**config.mk**
```make
export PLATFORM = sky130hd
export DESIGN_NAME = front_coded_word_list_decoder_flat
export DESIGN_NICKNAME = d
export VERILOG_FILES = /design/src/sv/fcw_pkg.sv /design/src/sv/fcw_if.sv /design/src/sv/fcw_ctrl.sv /design/src/sv/fcw_dp.sv /design/src/sv/front_coded_word_list_decoder.sv /design/src/flat_wrapper.sv
export SDC_FILE = /design/constraint.sdc
export NUM_CORES = 1
export LEC_CHECK = 0
export BUFFER_PORTS_ARGS = -buffer_cell sky130_fd_sc_hd__buf_2
export CAP_MARGIN = 30
export CORE_ASPECT_RATIO = 2
export CORE_UTILIZATION = 50
export CTS_CLUSTER_SIZE = 12
export DETAILED_ROUTE_END_ITERATION = 16
export PLACE_DENSITY = 0.74
export SYNTH_ARGS = -nofsm -noshare
export SYNTH_HDL_FRONTEND = slang
export SYNTH_SLANG_ARGS = --single-unit
```
**constraint.sdc**
```tcl
create_clock -name clk -period 4 [get_ports clk]
set_clock_uncertainty 0.05 [all_clocks]
set_input_delay 0.2 -clock clk [delete_from_list [all_inputs] [get_ports clk]]
set_output_delay 0.2 -clock clk [all_outputs]
set_load 0.01 [all_outputs]
```
**src/sv/fcw_pkg.sv**
```systemverilog
// Package for the front-coded word list decoder.
// Holds the controller state type, the command and status structs and
// the fixed field constants. Depends on nothing.
package fcw_pkg;

  // Field widths fixed by the stream format.
  localparam int unsigned BYTE_W = 8;
  localparam int unsigned CHAR_W = 7;
  localparam int unsigned POS_W  = 6;
  localparam int unsigned NUM_W  = 16;

  // Bit 7 of a character byte marks the last character of a word.
  localparam int unsigned END_BIT = 7;

  // Controller states: one per part of an entry, plus word emission.
  typedef enum logic [2:0] {
    ST_PREFIX,
    ST_CHARS,
    ST_NUM_HI,
    ST_NUM_LO,
    ST_EMIT
  } fcw_state_t;

  // Commands from the controller to the datapath.
  typedef struct packed {
    logic take_prefix;
    logic take_char;
    logic take_hi;
    logic take_lo;
    logic emit;
    logic clear_ovf;
  } fcw_cmd_t;

  // Status from the datapath to the controller.
  typedef struct packed {
    logic char_end;
    logic emit_done;
  } fcw_stat_t;

endpackage

```
**src/sv/fcw_if.sv**
```systemverilog
// Channel interfaces of the front-coded word list decoder.
// fcw_in_if carries input bytes, fcw_out_if carries decoded characters.
// Depends on nothing.
interface fcw_in_if;
  logic       valid;
  logic       ready;
  logic [7:0] data_byte;

  modport source (output valid, output data_byte, input ready);
  modport sink (input valid, input data_byte, output ready);
endinterface

interface fcw_out_if;
  logic        valid;
  logic        ready;
  logic [6:0]  character;
  logic [5:0]  char_position;
  logic [15:0] word_number;
  logic        last_char;
  logic        overflow;

  modport source (
    output valid, output character, output char_position,
    output word_number, output last_char, output overflow, input ready
  );
  modport sink (
    input valid, input character, input char_position,
    input word_number, input last_char, input overflow, output ready
  );
endinterface

```
**src/sv/fcw_ctrl.sv**
```systemverilog
// Controller of the front-coded word list decoder.
// Walks through the parts of each entry and sequences word emission.
// Depends on fcw_pkg.
module fcw_ctrl
  import fcw_pkg::*;
(
  input  logic      clk,
  input  logic      rst_n,
  input  logic      in_valid,
  output logic      in_ready,
  input  fcw_stat_t stat,
  output fcw_cmd_t  cmd
);

  fcw_state_t state_r;
  fcw_state_t state_nxt;
  logic       take;

  // State register.
  always_ff @(posedge clk) begin
    if (!rst_n) begin
      state_r <= ST_PREFIX;
    end else begin
      state_r <= state_nxt;
    end
  end

  // Input bytes are taken in every state but emission.
  assign in_ready = (state_r != ST_EMIT);
  assign take     = in_valid && in_ready;

  // Next state and commands.
  always_comb begin
    state_nxt = state_r;
    cmd       = '0;
    unique case (state_r)
      ST_PREFIX: begin
        cmd.take_prefix = take;
        if (take) state_nxt = ST_CHARS;
      end
      ST_CHARS: begin
        cmd.take_char = take;
        if (take && stat.char_end) state_nxt = ST_NUM_HI;
      end
      ST_NUM_HI: begin
        cmd.take_hi = take;
        if (take) state_nxt = ST_NUM_LO;
      end
      ST_NUM_LO: begin
        cmd.take_lo = take;
        if (take) state_nxt = ST_EMIT;
      end
      ST_EMIT: begin
        cmd.emit = 1'b1;
        if (stat.emit_done) begin
          cmd.clear_ovf = 1'b1;
          state_nxt     = ST_PREFIX;
        end
      end
      default: begin
        state_nxt = ST_PREFIX;
      end
    endcase
  end

endmodule

```
**src/sv/fcw_dp.sv**
```systemverilog
// Datapath of the front-coded word list decoder.
// Holds the word buffer memory, length, number and the output register.
// Depends on fcw_pkg and fcw_out_if.
module fcw_dp
  import fcw_pkg::*;
#(
  parameter int unsigned MAX_WORD = 64
) (
  input  logic              clk,
  input  logic              rst_n,
  input  logic [BYTE_W-1:0] data_byte,
  input  fcw_cmd_t          cmd,
  output fcw_stat_t         stat,
  fcw_out_if.source         out_ch
);

  localparam int unsigned LW = $clog2(MAX_WORD + 1);
  localparam int unsigned AW = $clog2(MAX_WORD);

  // Word buffer; an entry never written reads as zero.
  logic [CHAR_W-1:0]   mem [MAX_WORD];
  logic [MAX_WORD-1:0] vld_r;

  logic [LW-1:0]     len_r;
  logic              ovf_r;
  logic [BYTE_W-1:0] hi_r;
  logic [NUM_W-1:0]  num_r;

  // Emission read pipeline.
  logic [LW-1:0]     rd_idx_r;
  logic              rv_r;
  logic [CHAR_W-1:0] q_char_r;
  logic              q_vld_r;
  logic [LW-1:0]     q_idx_r;
  logic [LW:0]       q_next;

  // Output register.
  logic              out_valid_r;
  logic [CHAR_W-1:0] out_char_r;
  logic [POS_W-1:0]  out_pos_r;
  logic [NUM_W-1:0]  out_num_r;
  logic              out_last_r;
  logic              out_ovf_r;

  logic prefix_big;
  logic in_range;
  logic load_out;
  logic issue;

  assign prefix_big = {1'b0, data_byte} > (BYTE_W + 1)'(MAX_WORD);
  assign in_range   = len_r < LW'(MAX_WORD);
  assign load_out   = rv_r && (!out_valid_r || out_ch.ready);
  assign issue      = cmd.emit && (rd_idx_r != len_r) && (!rv_r || load_out);
  assign q_next     = {1'b0, q_idx_r} + (LW + 1)'(1);

  assign stat.char_end  = data_byte[END_BIT];
  assign stat.emit_done = (rd_idx_r == len_r) && !rv_r;

  // Word length, overflow flag and word number.
  always_ff @(posedge clk) begin
    if (!rst_n) begin
      len_r <= '0;
      ovf_r <= 1'b0;
      hi_r  <= '0;
    end else begin
      if (cmd.take_prefix) begin
        if (prefix_big) begin
          len_r <= LW'(MAX_WORD);
          ovf_r <= 1'b1;
        end else begin
          len_r <= LW'(data_byte);
        end
      end else if (cmd.take_char) begin
        if (in_range) begin
          len_r <= len_r + LW'(1);
        end else begin
          ovf_r <= 1'b1;
        end
      end else if (cmd.take_hi) begin
        hi_r <= data_byte;
      end else if (cmd.clear_ovf) begin
        ovf_r <= 1'b0;
      end
    end
  end

  always_ff @(posedge clk) begin
    if (cmd.take_lo) begin
      num_r <= {hi_r, data_byte};
    end
  end

  // Valid bits of the word buffer.
  always_ff @(posedge clk) begin
    if (!rst_n) begin
      vld_r <= '0;
    end else if (cmd.take_char && in_range) begin
      vld_r[len_r[AW-1:0]] <= 1'b1;
    end
  end

  // Buffer write of a decoded character, and registered read for emission.
  always_ff @(posedge clk) begin
    if (cmd.take_char && in_range) begin
      mem[len_r[AW-1:0]] <= ~data_byte[CHAR_W-1:0];
    end
    if (issue) begin
      q_char_r <= mem[rd_idx_r[AW-1:0]];
      q_vld_r  <= vld_r[rd_idx_r[AW-1:0]];
      q_idx_r  <= rd_idx_r;
    end
  end

  // Read index and read-data valid flag.
  always_ff @(posedge clk) begin
    if (!rst_n) begin
      rd_idx_r <= '0;
      rv_r     <= 1'b0;
    end else begin
      if (cmd.take_lo) begin
        rd_idx_r <= '0;
      end else if (issue) begin
        rd_idx_r <= rd_idx_r + LW'(1);
      end
      if (issue) begin
        rv_r <= 1'b1;
      end else if (load_out) begin
        rv_r <= 1'b0;
      end
    end
  end

  // Output register: holds a result until the receiver takes it.
  always_ff @(posedge clk) begin
    if (!rst_n) begin
      out_valid_r <= 1'b0;
    end else if (load_out) begin
      out_valid_r <= 1'b1;
    end else if (out_ch.ready) begin
      out_valid_r <= 1'b0;
    end
  end

  always_ff @(posedge clk) begin
    if (load_out) begin
      out_char_r <= q_vld_r ? q_char_r : '0;
      out_pos_r  <= POS_W'(q_idx_r);
      out_num_r  <= num_r;
      out_last_r <= (q_next == {1'b0, len_r});
      out_ovf_r  <= ovf_r;
    end
  end

  assign out_ch.valid         = out_valid_r;
  assign out_ch.character     = out_char_r;
  assign out_ch.char_position = out_pos_r;
  assign out_ch.word_number   = out_num_r;
  assign out_ch.last_char     = out_last_r;
  assign out_ch.overflow      = out_ovf_r;

endmodule

```
**src/sv/front_coded_word_list_decoder.sv**
```systemverilog
// Front-coded word list decoder, top level.
// The input channel in_ch takes one data byte per transaction: a shared
// prefix count, then characters with their low 7 bits inverted and bit 7
// set on the last one, then a big-endian 16-bit word number.
// After the low number byte, the rebuilt word leaves on out_ch, one
// character per transaction, with its position, the word number, a
// last-character flag and an overflow flag for clamped lengths.
// Emission starts once the low number byte is taken; the buffer then
// yields one character per cycle while out_ch does not stall, set by
// its single read port, each passing a read register and then the
// output register. in_ch is held off during emission and reopens after
// the last character moves to the output register and emission ends.
// A stall on out_ch holds the output register and pauses emission.
// Reset (rst_n low, synchronous) returns to expecting a prefix count and
// makes the whole word buffer read as zeros.
// Depends on fcw_pkg, fcw_if, fcw_ctrl and fcw_dp.
module front_coded_word_list_decoder
  import fcw_pkg::*;
#(
  parameter int unsigned MAX_WORD = 64
) (
  input  logic      clk,
  input  logic      rst_n,
  fcw_in_if.sink    in_ch,
  fcw_out_if.source out_ch
);

  fcw_cmd_t  cmd;
  fcw_stat_t stat;

  // Entry sequencing.
  fcw_ctrl u_ctrl (
    .clk      (clk),
    .rst_n    (rst_n),
    .in_valid (in_ch.valid),
    .in_ready (in_ch.ready),
    .stat     (stat),
    .cmd      (cmd)
  );

  // Buffer, number and result register.
  fcw_dp #(
    .MAX_WORD (MAX_WORD)
  ) u_dp (
    .clk       (clk),
    .rst_n     (rst_n),
    .data_byte (in_ch.data_byte),
    .cmd       (cmd),
    .stat      (stat),
    .out_ch    (out_ch)
  );

endmodule
```
**src/flat_wrapper.sv**
```systemverilog
// flat-port wrapper written by rule: the top's interface ports become plain ports
module front_coded_word_list_decoder_flat import fcw_pkg::*;
#(
  parameter int unsigned MAX_WORD = 64
)
  (clk, rst_n, in_ch_valid, in_ch_data_byte, in_ch_ready, out_ch_valid, out_ch_character, out_ch_char_position, out_ch_word_number, out_ch_last_char, out_ch_overflow, out_ch_ready);
  fcw_in_if in_ch_i ();
  fcw_out_if out_ch_i ();
  input  logic clk;
  input  logic rst_n;
  input wire logic [$bits(in_ch_i.valid)-1:0] in_ch_valid;
  input wire logic [$bits(in_ch_i.data_byte)-1:0] in_ch_data_byte;
  output wire logic [$bits(in_ch_i.ready)-1:0] in_ch_ready;
  output wire logic [$bits(out_ch_i.valid)-1:0] out_ch_valid;
  output wire logic [$bits(out_ch_i.character)-1:0] out_ch_character;
  output wire logic [$bits(out_ch_i.char_position)-1:0] out_ch_char_position;
  output wire logic [$bits(out_ch_i.word_number)-1:0] out_ch_word_number;
  output wire logic [$bits(out_ch_i.last_char)-1:0] out_ch_last_char;
  output wire logic [$bits(out_ch_i.overflow)-1:0] out_ch_overflow;
  input wire logic [$bits(out_ch_i.ready)-1:0] out_ch_ready;
  assign in_ch_i.valid = in_ch_valid;
  assign in_ch_i.data_byte = in_ch_data_byte;
  assign in_ch_ready = in_ch_i.ready;
  assign out_ch_valid = out_ch_i.valid;
  assign out_ch_character = out_ch_i.character;
  assign out_ch_char_position = out_ch_i.char_position;
  assign out_ch_word_number = out_ch_i.word_number;
  assign out_ch_last_char = out_ch_i.last_char;
  assign out_ch_overflow = out_ch_i.overflow;
  assign out_ch_i.ready = out_ch_ready;
  front_coded_word_list_decoder #(.MAX_WORD(MAX_WORD)) u_core (.clk(clk), .rst_n(rst_n), .in_ch(in_ch_i), .out_ch(out_ch_i));
endmodule
```
==> results.json, run 1 <==
{
  "syn_to_final_growth_pct": 11.7,
  "endpoint_kind": "flop",
  "whs_ns": 0.208,
  "leakagePower_nw": 8.10,
  "ios": 45,
  "yosysSeqAreaShare_pct": 73.3,
  "muxShareOfSynthArea_pct": 13.7,
  "finalWirelength_um": 55500,
  "synthFlopType": "edfxtp_1",
  "synthAdderAreaFrac_pct": 0.160,
  "postCtsHoldBufs": 10,
  "setup_tns_ns": 0,
  "htree_levels": 2,
  "n_antenna_cell": 0,
  "path_class": "flop to flop",
  "die_h_um": 308,
  "synthDistinctLibCells": 58,
  "grt.overflow.total": 0,
  "dr.pass1.iters": 5,
  "worstHoldStart": "rst_n",
  "cts.sinks": 602,
  "min_path_cells": 2,
  "fmaxAchievable_mhz": 288,
  "routabilityCongestion": 0.941,
  "synth.area.top_cells": "edfxtp_1 65%, mux4_2 10%, dfxtp_1 7.9%",
  "fin_cells": 2043,
  "clockRootBuffer": "clkbuf_16",
  "dp_slack_ns": 0.827,
  "syn-cell-area_um2": 23400,
  "io_buffers": 44,
  "rows": 111,
  "yosys_warnings": 0,
  "numCtsBuffers": 56,
  "synthArstFlopShare_pct": 0,
  "power-per-cell-area_nw_per_um2": 457,
  "synth-xor-area-share_pct": 0.711,
  "post-cts-setup-buffers": 0,
  "slew-limit-headroom_pct": 32.7,
  "synth_top_area_cell": "edfxtp_1",
  "tightest_slew_ns": 1.01,
  "synth_commonest_cells": "510 x edfxtp_1, 105 x mux4_2, 92 x dfxtp_1, 83 x nor2_1",
  "synth_most_common_cell": "edfxtp_1",
  "synth-simple-area-share_pct": 4.78,
  "clkTransAtPathRegs_ns": 0.06,
  "finalCritPeriodShare_pct": 86.8,
  "synth_compound_area_share_pct": 5.75,
  "fin_nets": 1390,
  "vias": 12200,
  "start_util_pct": 50.9,
  "power.total_mw": 12.0,
  "cts_buffer_depth": 3,
  "num-fill-cells": 3365,
  "hold_violations": 0,
  "grt_pass1_vias": 12600,
  "grt.total_usage_pct": 24.0,
  "die_w_um": 155,
  "ir_worst_vdd_mv": 0.323,
  "dpl-instance-area_um2": 24400,
  "grt_antenna_before_repair": 0,
  "avgRoutedWirePerCell_um": 27.1,
  "netlist.area_leader.share_pct": 65.4,
  "rsz0062_at_grt": "false",
  "hold_class": "input pin to flop",
  "synth_top_family_by_area": "multiplexers",
  "cp_max_fo": 57,
  "cts_resized": 0,
  "r2r-start": "u_core.u_dp.rd_idx_r[2]",
  "slew_violations": 0,
  "crit_arrival_ns": 3.89,
  "syn_avg_cell_area_um2": 17.9,
  "core_um2": 46000,
  "place_inst": 1927,
  "startpoint": "u_core.u_dp.rd_idx_r[2]",
  "cap_violations": 0,
  "cp-start-kind": "flop",
  "finalCriticalPeriod_ns": 3.47,
  "critPathRequiredTime_ns": 4.42,
  "final.setup.worst_slack_ns": 0.529,
  "ant_nets": 0,
  "drt-initial-drc-count": 939,
  "syn-num-nets": 1325,
  "via_per_inst": 5.99,
  "dieArea_um2": 47800,
  "status": "finished clean",
  "final_layout_size_suffix_gt1_share_pct": 20.5,
  "place_hpwl_um": 36500,
  "ys_ff_latch": 602,
  "grt_max_degree": 58,
  "drcViolationCount": 0,
  "worst-r2r-cell-count": 5,
  "grt_pass1_wl_um": 81900,
  "synth_edf_count": 510,
  "syn_inst": 1310,
  "finalSetupViolCount": 0,
  "design_area_um2": 26200,
  "clock_latency_ns": 0.61,
  "final_core_util_pct": 56.9,
  "cts_tree": "done"
}
-- state kept, by name, indices dropped and copies added (netlist names) --
name                              flops
u_core.u_dp.mem                     448
u_core.u_dp.vld_r                    64
u_core.u_dp.num_r                    16
u_core.u_dp.out_ch.word_number       16
u_core.u_dp.hi_r                      8
u_core.u_dp.len_r                     7
u_core.u_dp.out_ch.character          7
u_core.u_dp.q_char_r                  7
u_core.u_dp.q_idx_r                   7
u_core.u_dp.rd_idx_r                  7
u_core.u_dp.out_ch.char_position      6
u_core.u_ctrl.state_r                 3
u_core.u_dp.out_ch.last_char          1
u_core.u_dp.out_ch.overflow           1
u_core.u_dp.out_ch.valid              1
u_core.u_dp.ovf_r                     1
u_core.u_dp.q_vld_r                   1
u_core.u_dp.rv_r                      1
-- placed cells by master (no fill, tap or decap), types with 35 or more instances in the layout --
cell,n
mux2i_1,66
edfxtp_1,510
buf_2,44
a21oi_1,35
nor2_1,83
dfxtp_1,89
clkbuf_1,45
o21a_1,66
clkbuf_16,57
mux4_2,105
-- report_power, final --
group | internal, mW | switching, mW
clock network | 2.67 | 2.19
registers | 6.80 | 0.0282
logic | 0.0724 | 0.195
-- routing by layer --
layer  track usage [%]  wire, um
met5                 0         0
met4              17.1      4360
met3              2.73      2730
met2              43.8     30000
met1              25.3     18400
-- area by class of cell --
class	count	area [um2]	share of cell area, %
Sequential cell	602	17200	65.6
Multi-Input combinational cell	616	5900	22.6
Clock buffer	102	1600	6.10
Tap cell	621	777	2.97
Clock inverter	3	26.3	0.100
Timing Repair Buffer	85	641	2.45
Inverter	14	52.6	0.201
-- critical path: stages (launching register included) --
cell and delay, ns:
dfxtp_4 0.94, nor2_1 0.42, a221oi_1 0.83, o21ai_0 0.27, a21oi_1 0.59, a22o_1 0.21
-- path summary, 6_finish.rpt --
kind                                             to  slack [ns]
setup reg to reg            u_core.u_dp.q_char_r[1]        0.53
setup / recovery            u_core.u_dp.q_char_r[1]        0.53
hold reg to reg   u_core.u_dp.out_ch.word_number[5]        0.37
hold / removal                u_core.u_dp.vld_r[43]        0.21
-- logic make-up after synthesis --
| logic type | Yosys count |
|---|---|
| adders and majority gates | 3 |
| xor gates and xnor gates | 19 |
| and+or+nand+nor | 211 |
| buffers and inverters | 92 |
| DFF | 602 |
| AOI/OAI and AO/OA | 196 |
| muxes | 187 |
Note: power is estimated with default switching activity, not from simulation.
==> run 2, diff against run 1 <==
--- a/config.mk
+++ b/config.mk
@@ -5,6 +5,7 @@
 export SDC_FILE = /design/constraint.sdc
 export NUM_CORES = 1
 export LEC_CHECK = 0
+export ABC_AREA = 1
 export BUFFER_PORTS_ARGS = -buffer_cell sky130_fd_sc_hd__buf_2
 export CAP_MARGIN = 30
 export CORE_ASPECT_RATIO = 2
==> results.json, run 2 <==
{
  "grt.total_usage_pct": 27.5,
  "dr.pass1.iters": 5,
  "fin_nets": 2317,
  "grt_max_degree": 196,
  "final_cell_mix": "552 x nor2_1, 510 x edfxtp_1, 411 x nand2_1",
  "grt.overflow.total": 0,
  "seq_area_um2": 17200,
  "hold_violations": 0,
  "io_buffers": 44,
  "largest_register_ffs": 448,
  "avgRoutedWirePerCell_um": 22.4,
  "final_layout_size_suffix_gt1_share_pct": 6.77,
  "wl_met3_um": 4640,
  "numCtsBuffers": 56,
  "highest_layer": "met4",
  "synthFlopType": "edfxtp_1",
  "critPathRequiredTime_ns": 4.17,
  "endpoint_kind": "flop",
  "grt_pass1_wl_um": 99800,
  "power.total_mw": 12.2,
  "finalCriticalPeriod_ns": 2.87,
  "die_h_um": 315,
  "synth.area.top_cells": "edfxtp_1 63%, nor2_1 8.5%, dfxtp_1 7.5%",
  "cts_tree": "done",
  "power-per-cell-area_nw_per_um2": 451,
  "ys_ff_latch": 602,
  "cap_violations": 0,
  "r2r-start": "u_core.u_ctrl.state_r[0]",
  "n_antenna_cell": 0,
  "worstHoldStart": "in_ch_data_byte[6]",
  "slew-limit-headroom_pct": 28.3,
  "finalCritPeriodShare_pct": 71.9,
  "via_per_inst": 5.67,
  "design_area_um2": 27000,
  "cts.sinks": 602,
  "postCtsHoldBufs": 11,
  "core_um2": 48400,
  "synthDistinctLibCells": 34,
  "hold_class": "input pin to flop",
  "syn-num-nets": 2292,
  "htree_levels": 2,
  "min_path_cells": 2,
  "synth_top_area_cell": "edfxtp_1",
  "grt_pass1_vias": 16700,
  "reg2reg_slack_ns": 1.13,
  "clockRootBuffer": "clkbuf_16",
  "leakagePower_nw": 9.60,
  "synth_edf_count": 510,
  "place_hpwl_um": 42000,
  "ios": 45,
  "grt_antenna_before_repair": 0,
  "worst-r2r-cell-count": 4,
  "status": "finished clean",
  "multi_input_area_um2": 6340,
  "syn_avg_cell_area_um2": 10.7,
  "reg2reg_to": "u_core.u_dp.mem[1][3]",
  "syn-cell-area_um2": 24500,
  "cp_max_fo": 8,
  "dr_wl_met2_um": 34200,
  "yosys_warnings": 0,
  "start_util_pct": 50.6,
  "wl_met1_um": 22600,
  "finalWirelength_um": 66800,
  "syn_inst": 2277,
  "synth_commonest_cells": "552 x nor2_1, 510 x edfxtp_1, 411 x nand2_1, 224 x o21ai_0, 124 x nand3_1",
  "num-fill-cells": 3947,
  "rsz0062_at_grt": "false",
  "synth_most_common_cell": "nor2_1",
  "yosysSeqAreaShare_pct": 70.1,
  "tightest_slew_ns": 1.08,
  "path_class": "flop to flop",
  "drcViolationCount": 0,
  "clock_latency_ns": 0.61,
  "cts_buffer_depth": 3,
  "ir_worst_vdd_mv": 0.314,
  "vias": 17000,
  "fmaxAchievable_mhz": 348,
  "rows": 114,
  "cts_resized": 0,
  "dieArea_um2": 49900,
  "crit_arrival_ns": 3.04,
  "drt-initial-drc-count": 1700,
  "slew_violations": 0,
  "die_w_um": 158,
  "netlist.area_leader.share_pct": 62.6,
  "cp-start-kind": "flop",
  "clkTransAtPathRegs_ns": 0.06,
  "syn_to_final_growth_pct": 10.2,
  "dpl-instance-area_um2": 25200,
  "hold_end": "u_core.u_dp.num_r[6]",
  "finalSetupViolCount": 0,
  "final_common_cell": "nor2_1",
  "final_core_util_pct": 55.8,
  "post-cts-setup-buffers": 0,
  "synthArstFlopShare_pct": 0,
  "routabilityCongestion": 0.947,
  "setup_tns_ns": 0,
  "ant_nets": 0
}
## run 2: cell types whose count changed after synthesis, moves of 16 or more
cell	delta
nor2_1	+469
nand2_1	+380
o21a_1	-66
inv_1	+62
nand3_1	+112
mux2i_1	-66
o21ai_1	+24
buf_2	+30
o211ai_1	+26
mux2_2	-16
mux4_2	-105
o21ai_0	+200
## run 2: report_power, final
group	leakage, nW	switching (mW)	total, mW	internal, mW
Combinational	3.48	0.298	0.380	0.0817
Sequential	5.34	0.0364	6.86	6.82
Clock	0.778	2.21	4.92	2.71
Total	9.60	2.54	12.2	9.61
## run 2: layout make-up
cell class / instances / area share [%]
Multi-Input combinational cell: 1465 / 23.5
Clock buffer: 103 / 6.00
Tap cell: 638 / 2.96
Inverter: 93 / 1.31
Clock inverter: 3 / 0.0928
Timing Repair Buffer: 84 / 2.48
Sequential cell: 602 / 63.7
## run 2: worst max-delay path by stage
stage | slack, ns | startpoint | to | cells past startpoint
after detailed placement | 1.19 | u_core.u_ctrl.state_r[0] | u_core.u_dp.mem[1][3] | 4
after global routing | 1.02 | u_core.u_dp.rd_idx_r[0] | u_core.u_dp.q_char_r[3] | 9
after floorplan | 1.61 | u_core.u_dp.out_ch.valid | u_core.u_dp.out_ch.char_position[0] | 1
final | 1.13 | u_core.u_ctrl.state_r[0] | u_core.u_dp.mem[1][3] | 4
after CTS | 1.17 | u_core.u_ctrl.state_r[0] | u_core.u_dp.mem[1][3] | 4
after global placement | 1.24 | u_core.u_dp.rd_idx_r[0] | u_core.u_dp.q_char_r[3] | 9
## run 2: cells by family (layout without fill, tap and decap cells)
logic type	after synthesis	count (layout)	synth area share, %
AND/OR/NAND/NOR	1116	1116	18.1
flip-flops	602	602	70.1
adder cells (fa/ha/maj)	3	3	0.153
AO/OA/AOI/OAI	330	330	7.07
buffers and inverters	210	283	4.00
XOR/XNOR	16	16	0.573
## run 2: critical path, cell delays in order (launching register included)
cell	delay (ns)
dfxtp_1	0.41
nand3_1	0.16
nor3_4	0.47
nand3_1	0.53
nor2_1	0.84
## run 2: through the flow
step | worst slack (ns) | hold slack (ns) | std cells
floorplan | 1.61 | 0.249 | 2277
CTS | 1.17 | 0.295 | 2988
global placement | 1.24 | 0.351 | 2867
global route | 1.02 | 0.316 | 2988
finish | 1.13 | 0.318 | 2988
detailed placement | 1.19 | 0.356 | 2871
## run 2: routing by layer
layer,vias up,track usage (%)
li1,7788,-
met1,8098,29.7
met2,829,47.9
met3,241,4.34
met4,0,20.4
met5,-,0
==> run 3, diff against run 2 <==
--- a/config.mk
+++ b/config.mk
@@ -12,7 +12,7 @@
 export CORE_UTILIZATION = 50
 export CTS_CLUSTER_SIZE = 12
 export DETAILED_ROUTE_END_ITERATION = 16
-export PLACE_DENSITY = 0.74
+export PLACE_DENSITY = 0.76
 export SYNTH_ARGS = -nofsm -noshare
 export SYNTH_HDL_FRONTEND = slang
 export SYNTH_SLANG_ARGS = --single-unit
==> constraint.sdc (replaced) <==
create_clock -name clk -period 2.4 [get_ports clk]
set_clock_uncertainty 0.05 [all_clocks]
set_input_delay 0.12 -clock clk [delete_from_list [all_inputs] [get_ports clk]]
set_output_delay 0.12 -clock clk [all_outputs]
set_load 0.01 [all_outputs]
==> results.json, run 3 (synthesis gave the netlist of run 2 again) <==
{
  "clockRootBuffer": "clkbuf_16",
  "hold_violations": 0,
  "cp_max_fo": 70,
  "finalSetupViolCount": 0,
  "via_per_inst": 5.63,
  "ant_nets": 0,
  "clock_latency_ns": 0.62,
  "status": "finished clean",
  "final_core_util_pct": 57.6,
  "power-per-cell-area_nw_per_um2": 728,
  "fin_nets": 2415,
  "htree_levels": 2,
  "finalCritPeriodShare_pct": 95.6,
  "rows": 114,
  "syn_to_final_growth_pct": 13.8,
  "slew-limit-headroom_pct": 38.2,
  "cp_slowest_stage_delay_ns": 0.36,
  "setup_tns_ns": 0,
  "hold_class": "input pin to flop",
  "cp_num_cells": 8,
  "core_um2": 48400,
  "cts_tree": "done",
  "worst-r2r-cell-count": 8,
  "dieArea_um2": 49900,
  "largest_register_ffs": 448,
  "dpl-instance-area_um2": 26100,
  "place_inst": 2969,
  "final_common_cell": "nor2_1",
  "grt.overflow.total": 0,
  "cts.sinks": 602,
  "fmaxAchievable_mhz": 436,
  "crit_family": "simple AND/OR/NAND/NOR gates",
  "whs_ns": 0.232,
  "grt_pass1_vias": 17600,
  "clkTransAtPathRegs_ns": 0.06,
  "place_hpwl_um": 40400,
  "numCtsBuffers": 56,
  "drt-initial-drc-count": 1898,
  "fin_cells": 3086,
  "crit_path_cell_trace": "buf_12 > buf_16 > o21ai_0 > o211ai_1 > nand3_1 > nand2_1 > nand3_1 > nand2_1",
  "die_w_um": 158,
  "routabilityCongestion": 0.960,
  "final_cell_mix": "552 x nor2_1, 510 x edfxtp_1, 411 x nand2_1",
  "n_antenna_cell": 0,
  "endpoint_kind": "flop",
  "timing.critical_path.buf_inv": 2,
  "dr.pass1.iters": 6,
  "crit_slowest_cell": "dfxtp_4",
  "cp-start-kind": "flop",
  "grt_max_degree": 107,
  "finalWirelength_um": 64100,
  "ir_worst_vdd_mv": 0.569,
  "die_h_um": 315,
  "vias": 17400,
  "critPathRequiredTime_ns": 2.83,
  "leakagePower_nw": 10.2,
  "rsz0062_at_grt": "false",
  "tightest_slew_ns": 0.927,
  "path_class": "flop to flop",
  "grt.total_usage_pct": 26.3,
  "ios": 45,
  "post-cts-setup-buffers": 0,
  "final_layout_size_suffix_gt1_share_pct": 10.5,
  "min_path_cells": 2,
  "avgRoutedWirePerCell_um": 20.8,
  "grt_pass1_wl_um": 96600,
  "finalCriticalPeriod_ns": 2.30,
  "cap_violations": 0,
  "io_buffers": 44,
  "design_area_um2": 27800,
  "grt_antenna_before_repair": 1,
  "cts_buffer_depth": 3,
  "drcViolationCount": 0,
  "crit_arrival_ns": 2.73,
  "slew_violations": 0,
  "start_util_pct": 50.6
}
==> run 3: repair_timing <==
| action | CTS | global route |
|---|---|---|
| hold endpoints to repair | 28 | 0 |
| hold buffers | 11 | 0 |
| endpoints found under the setup margin | 0 | 1 |
| resized for setup | 0 | 1 |
==> run 3: area by class of cell <==
class / count / area (um2)
multi-input cells: 1465 / 6340
clock buffers: 103 / 1620
repair buffers: 182 / 1530
inverters: 93 / 354
flip-flops and latches: 602 / 17200
fillers: 3834 / 20500
well taps: 638 / 798
clock inverters: 3 / 30.0
==> run 3: worst paths after layout <==
kind,end,startpoint,slack [ns]
hold / removal,u_core.u_dp.num_r[4],in_ch_data_byte[4],0.23
hold reg to reg,u_core.u_dp.out_ch.word_number[4],u_core.u_dp.num_r[4],0.37
setup reg to reg,u_core.u_dp.q_char_r[1],u_core.u_dp.rd_idx_r[1],0.10
setup / recovery,u_core.u_dp.q_char_r[1],u_core.u_dp.rd_idx_r[1],0.10
==> run 3: through the flow <==
stage	power, mW	worst slack [ns]
global placement	12.2	0.194
finish	20.3	0.105
detailed placement	12.2	0.187
global route	20.7	0.0178
CTS	20.3	0.165
floorplan	12.0	0.00954
==> run 3: power by group <==
| group | total, mW | internal (mW) | switching [mW] | leakage (nW) |
|---|---|---|---|---|
| sequential | 11.4 | 11.4 | 0.0521 | 5.34 |
| clock | 8.21 | 4.52 | 3.69 | 0.783 |
| combinational | 0.630 | 0.155 | 0.475 | 4.04 |
| total | 20.3 | 16.0 | 4.22 | 10.2 |
==> run 3: metal layers <==
metal	up-vias	part of all wire, %	global-route usage (%)	routed length, um
li1	7976	-	-	-
met1	8297	33	27.5	21300
met2	812	50	44.6	32200
met3	281	6.7	3.73	4270
met4	0	9.9	24.7	6330
met5	-	0	0	0
